$ cat config.mk
export PLATFORM = sky130hd
export DESIGN_NAME = vfc_ctrl
export DESIGN_NICKNAME = d
export VERILOG_FILES = /design/src/rtl/vfc_pkg.sv /design/src/rtl/vfc_ctrl.sv
export SDC_FILE = /design/constraint.sdc
export NUM_CORES = 1
export LEC_CHECK = 0
export BUFFER_PORTS_ARGS = -buffer_cell sky130_fd_sc_hd__buf_4
export CORE_AREA = 3 3 40 42
export CTS_BUF_LIST = sky130_fd_sc_hd__clkbuf_16
export CTS_CLUSTER_DIAMETER = 200
export DETAILED_ROUTE_END_ITERATION = 10
export DIE_AREA = 0 0 43 45
export SLEW_MARGIN = 0
export SYNTH_ARGS = -nofsm -noshare
export SYNTH_HDL_FRONTEND = slang
export SYNTH_SLANG_ARGS = --single-unit
$ cat constraint.sdc
create_clock -name clock -period 1.96 [get_ports clock]
set_clock_uncertainty 0.15 [all_clocks]
set_input_delay 0.392 -clock clock [delete_from_list [all_inputs] [get_ports clock]]
set_output_delay 0.392 -clock clock [all_outputs]
set_load 0.01 [all_outputs]
$ cat src/rtl/vfc_pkg.sv
`timescale 1ns / 1ps
package vfc_pkg;

   localparam int CHUNK_X_DEF = 16;
   localparam int CHUNK_Y_DEF = 64;
   localparam int CHUNK_Z_DEF = 16;

   localparam int OPCODE_W = 2;
   localparam int COORD_W = 4;
   localparam int Y_W = 6;
   localparam int HEIGHT_W = 7;
   localparam int DIR_W = 3;
   localparam int VERT_W = 20;
   localparam int NUM_DIRS = 6;
   localparam logic [VERT_W-1:0] VERTS_PER_FACE = VERT_W'(4);

   localparam logic [OPCODE_W-1:0] OP_SET   = 2'd0;
   localparam logic [OPCODE_W-1:0] OP_CLEAR = 2'd1;
   localparam logic [OPCODE_W-1:0] OP_PLACE = 2'd2;

   localparam logic [DIR_W-1:0] DIR_PX = 3'd0;
   localparam logic [DIR_W-1:0] DIR_NX = 3'd1;
   localparam logic [DIR_W-1:0] DIR_PY = 3'd2;
   localparam logic [DIR_W-1:0] DIR_NY = 3'd3;
   localparam logic [DIR_W-1:0] DIR_PZ = 3'd4;
   localparam logic [DIR_W-1:0] DIR_NZ = 3'd5;

   typedef struct packed {
      logic             take;
      logic             clear_step;
      logic             issue;
      logic [DIR_W-1:0] dir;
      logic             emit;
   } ctrl_cmd_type;

   typedef struct packed {
      logic place_ok;
      logic clear_done;
      logic faces_left;
      logic last_pick;
      logic out_free;
   } dp_stat_type;

endpackage

$ cat src/rtl/vfc_ctrl.sv
`timescale 1ns / 1ps
module vfc_ctrl import vfc_pkg::*; (
   input  logic         clock,
   input  logic         reset,
   input  logic         req_valid,
   output logic         req_ready,
   input  dp_stat_type  stat,
   output ctrl_cmd_type cmd
);

   typedef enum logic [4:0] {
      S_CLEAR = 5'b00001,
      S_IDLE  = 5'b00010,
      S_LOOK  = 5'b00100,
      S_DRAIN = 5'b01000,
      S_EMIT  = 5'b10000
   } state_type;

   state_type        state_ff, state_in;
   logic [DIR_W-1:0] dir_ff, dir_in;

   always_comb begin
      state_in = state_ff;
      dir_in = dir_ff;
      cmd = '0;
      req_ready = 1'b0;
      case (state_ff)
         S_CLEAR: begin
            cmd.clear_step = 1'b1;
            if (stat.clear_done) begin
               state_in = S_IDLE;
            end
         end
         S_IDLE: begin
            req_ready = 1'b1;
            cmd.take = req_valid;
            dir_in = DIR_PX;
            if (req_valid && stat.place_ok) begin
               state_in = S_LOOK;
            end
         end
         S_LOOK: begin
            cmd.issue = 1'b1;
            cmd.dir = dir_ff;
            dir_in = dir_ff + DIR_W'(1);
            if (dir_ff == DIR_NZ) begin
               state_in = S_DRAIN;
            end
         end
         S_DRAIN: begin
            state_in = S_EMIT;
         end
         S_EMIT: begin
            cmd.emit = stat.faces_left && stat.out_free;
            if (!stat.faces_left || (cmd.emit && stat.last_pick)) begin
               state_in = S_IDLE;
            end
         end
         default: begin
            state_in = S_CLEAR;
         end
      endcase
   end

   always_ff @(posedge clock) begin
      if (reset) begin
         state_ff <= S_CLEAR;
         dir_ff <= DIR_PX;
      end else begin
         state_ff <= state_in;
         dir_ff <= dir_in;
      end
   end

endmodule

; Word level (Yosys, flattened, before mapping)
; Index checks and enable logic that the tools add are counted.
[totals]
reg_bits = 8
in_bits = 8
elab_cells = 31
[classes]
n_addsub = 1
eq_ne = 10
muxes = 11
n_reduce_logical = 7
[ops]
columns = cell, count
row1 = $pmux 5 s5, 1
row2 = $mux 5, 4
row3 = $ne 2x2->1 const B, 4
row4 = $pmux 3 s2, 1
row5 = $eq 5x1->1 const B, 1
row6 = $eq 5x2->1 const B, 1
row7 = $eq 5x3->1 const B, 1
row8 = $eq 5x4->1 const B, 1
row9 = $eq 5x5->1 const B, 1
row10 = $mux 1, 4
row11 = $mux 4, 1
row12 = $reduce_and 4->1, 1
row13 = $add 3x1->3 const B, 1
row14 = $eq 3x3->1 const B, 1
row15 = $logic_and 1x1->1, 3
row16 = $reduce_bool 2->1, 1
row17 = $logic_not 1->1, 1
row18 = $logic_or 1x1->1, 1

; Logic depth before layout (Yosys ltp)
[logic_depth]
word_depth = 5
mapped_depth = 6
depth_no_buf = 5

; Worst setup path before layout
; Ideal clock, no wire load.
[synth_path]
path_kind = register -> output
startpoint = register state_ff[2]
endpoint = output port cmd[5] in the netlist's numbering
arrival_time_ns = 1.185
setup_slack_ns = 0.233
path_stages_with_launch = 4
path_buffers = 1
cell_sequence = dfxtp_1 > clkbuf_1 > or3_1 > nor3b_1
[synth_rtl]
columns = element, line_no
row1 = start: declaration, vfc_ctrl.sv:19  ; state_type state_ff, state_in;
row2 = start signal: assignment, vfc_ctrl.sv:70  ; state_ff <= state_in;
row3 = end: declaration, vfc_ctrl.sv:8  ; output ctrl_cmd_type cmd

==> results.json <==
{
  "final-seq-area_sq_um": 160,
  "wl_per_cell_microns": 12.4,
  "path_buf_inv": 1,
  "grt_pass1_vias": 411,
  "hold_buffers": 0,
  "crit_type": "flop to primary output",
  "clock_sinks": 8,
  "cts-root-buf": "clkbuf_16",
  "synthXorXnorAreaFrac": 0.0690,
  "grt_usage": 0.129,
  "p_leak_nw": 0.320,
  "synth.area.top_cells": "dfxtp_1 (32%), ha_1 (4.9%), nor3_1 (3.9%)",
  "finalSetupViolCount": 0,
  "synth_area_sq_um": 508,
  "synth_top_family_by_area": "simple AND/OR/NAND/NOR gates",
  "cts_buffers": 3,
  "fp-row-count": 13,
  "synthArstFlopShare": 0,
  "drt-total-wl_microns": 1150,
  "cts_buffer_depth": 2,
  "antenna_found_initial": 0,
  "final_area_sq_um": 723,
  "syn-num-nets": 72,
  "viasPerCell": 5.20,
  "ys_ff_latch": 8,
  "tritoncts": "built",
  "critPathMaxFanout": 9,
  "clk_latency_ps": 230,
  "synth_top_area_cell": "dfxtp_1",
  "crit_family": "simple AND/OR/NAND/NOR gates",
  "routabilityCongestion": 0.732,
  "worstPathRequired_ps": 1420,
  "ios": 16,
  "die_x_microns": 43,
  "cts_max_level": 1,
  "overflow": 0,
  "drtIter0Drc": 11,
  "rr_worst_depth": 5,
  "clk_pin_slew_ps": 40,
  "fp.dieH_microns": 45,
  "cp-end-kind": "primary output",
  "synth_cell_types": 35,
  "portBuffers": 15,
  "ys.flop_type": "dfxtp_1",
  "seq_area_frac_synth": 0.315,
  "core-area_sq_um": 1280,
  "synth_edf_count": 0,
  "crit_path_start_kind": "flop",
  "synth-simple-area-share": 0.352,
  "syn_avg_cell_area_sq_um": 8.19,
  "synthAdderAreaFrac": 0.0493,
  "drive_gt1_frac": 0.359,
  "synthMuxAreaShare": 0,
  "crit_cells": 3,
  "hold_class": "primary input to flop",
  "hold_depth": 2,
  "dieArea_sq_um": 1940,
  "fillers": 121,
  "postSynthCellCount": 62,
  "synth_compound_area_frac": 0.145,
  "crit_chain": "or3_1, nor3b_2, buf_4",
  "post-dp-hpwl_microns": 863,
  "powerDensity_nw_per_um2": 845,
  "pre_cts_ws_ps": 294,
  "total_power_w": 0.000611,
  "final_cell_mix": "buf_4 (18), dfxtp_1 (8), nor2_1 (5)",
  "drv_cap": 0,
  "status": "completed",
  "period_needed_ps": 1910,
  "fmax_mhz": 525,
  "hold_violations": 0,
  "multi_input_area_sq_um": 323,
  "nNetsFinal": 90,
  "layout_commonest_cell": "buf_4",
  "ant_nets": 0,
  "max_stage_delay_ps": 450,
  "placed_area_sq_um": 638,
  "vias": 484,
  "yosys_warnings": 0,
  "cpMaxStageDelayCell": "or3_1",
  "firstDrtPassIters": 4,
  "drv_slew": 0,
  "initial_utilization": 0.395,
  "drcViolationCount": 0,
  "worst_pin_slew_ps": 308,
  "yosys.area.top_type_share": 0.315,
  "slew_headroom": 0.793,
  "vdd_ir_drop_max_mv": 0.439,
  "post-route-period-util": 0.972,
  "area_growth_pct": 42.4,
  "grt_pass1_wl_microns": 1770,
  "arrival_ps": 1360,
  "fin_ws_ps": 54.2,
  "diodes": 0,
  "grt_max_degree": 11
}
## kinds of logic (layout without fill, tap and decap cells)
| logic type | count (synthesis) | after routing |
|---|---|---|
| AOI/OAI and AO/OA | 9 | 9 |
| buffers and inverters | 8 | 24 |
| xor gates and xnor gates | 4 | 4 |
| and+or+nand+nor | 31 | 31 |
| adders and majority gates | 2 | 2 |
| DFF | 8 | 8 |
## area by class of cell
cell class | count | area share
Inverter | 3 | 0.0156
Sequential cell | 8 | 0.221
Clock buffer | 3 | 0.104
Timing Repair Buffer | 18 | 0.187
Multi-Input combinational cell | 46 | 0.446
Tap cell | 15 | 0.0260
## registers in the layout, summed over array words and instances (netlist names)
name      count
dir_ff        3
state_ff      5
## synthesized netlist by cell type (all sizes together), types with 3 or more instances
cell type / count
dfxtp: 8
nor2: 5
nor3: 4
and2: 3
buf: 3
inv: 3
nand2: 3
nand3: 3
## where the power goes
part | leakage, nW | internal, W | switching (W)
sequential | 0.0649 | 0.000171 | 0.0000132
combinational | 0.218 | 0.0000479 | 0.0000363
clock | 0.0370 | 0.000263 | 0.0000799
total | 0.320 | 0.000482 | 0.000129
## path summary, 6_finish.rpt
| path | start | slack, ps | endpoint |
|---|---|---|---|
| worst max-delay path | state_ff[2] | 50 | cmd[5] |
| worst min-delay path | reset | 260 | dir_ff[1] |
| worst max register to register | state_ff[4] | 440 | state_ff[2] |
| worst min register to register | dir_ff[1] | 350 | dir_ff[1] |
## stage by stage
step | hold WS (ps) | util | setup TNS, ps | std cells
after global placement | 332 | 0.497 | 0 | 90
after detailed placement | 344 | 0.497 | 0 | 90
after floorplan | 315 | - | 0 | 62
final | 263 | 0.563 | 0 | 93
after global routing | 282 | 0.563 | -13.4 | 93
after CTS | 263 | 0.555 | 0 | 93
## routing by layer
layer,track usage,wire [microns]
met4,0.0723,10
met1,0.152,531
met2,0.204,525
met5,0,0
met3,0.0478,83
## repair_timing
action                                  CTS  global route
buffers inserted                          0             0
endpoints found under the setup margin    0             2
gates resized for setup                   0             2
No activity file was read; power rests on OpenSTA's default activity.
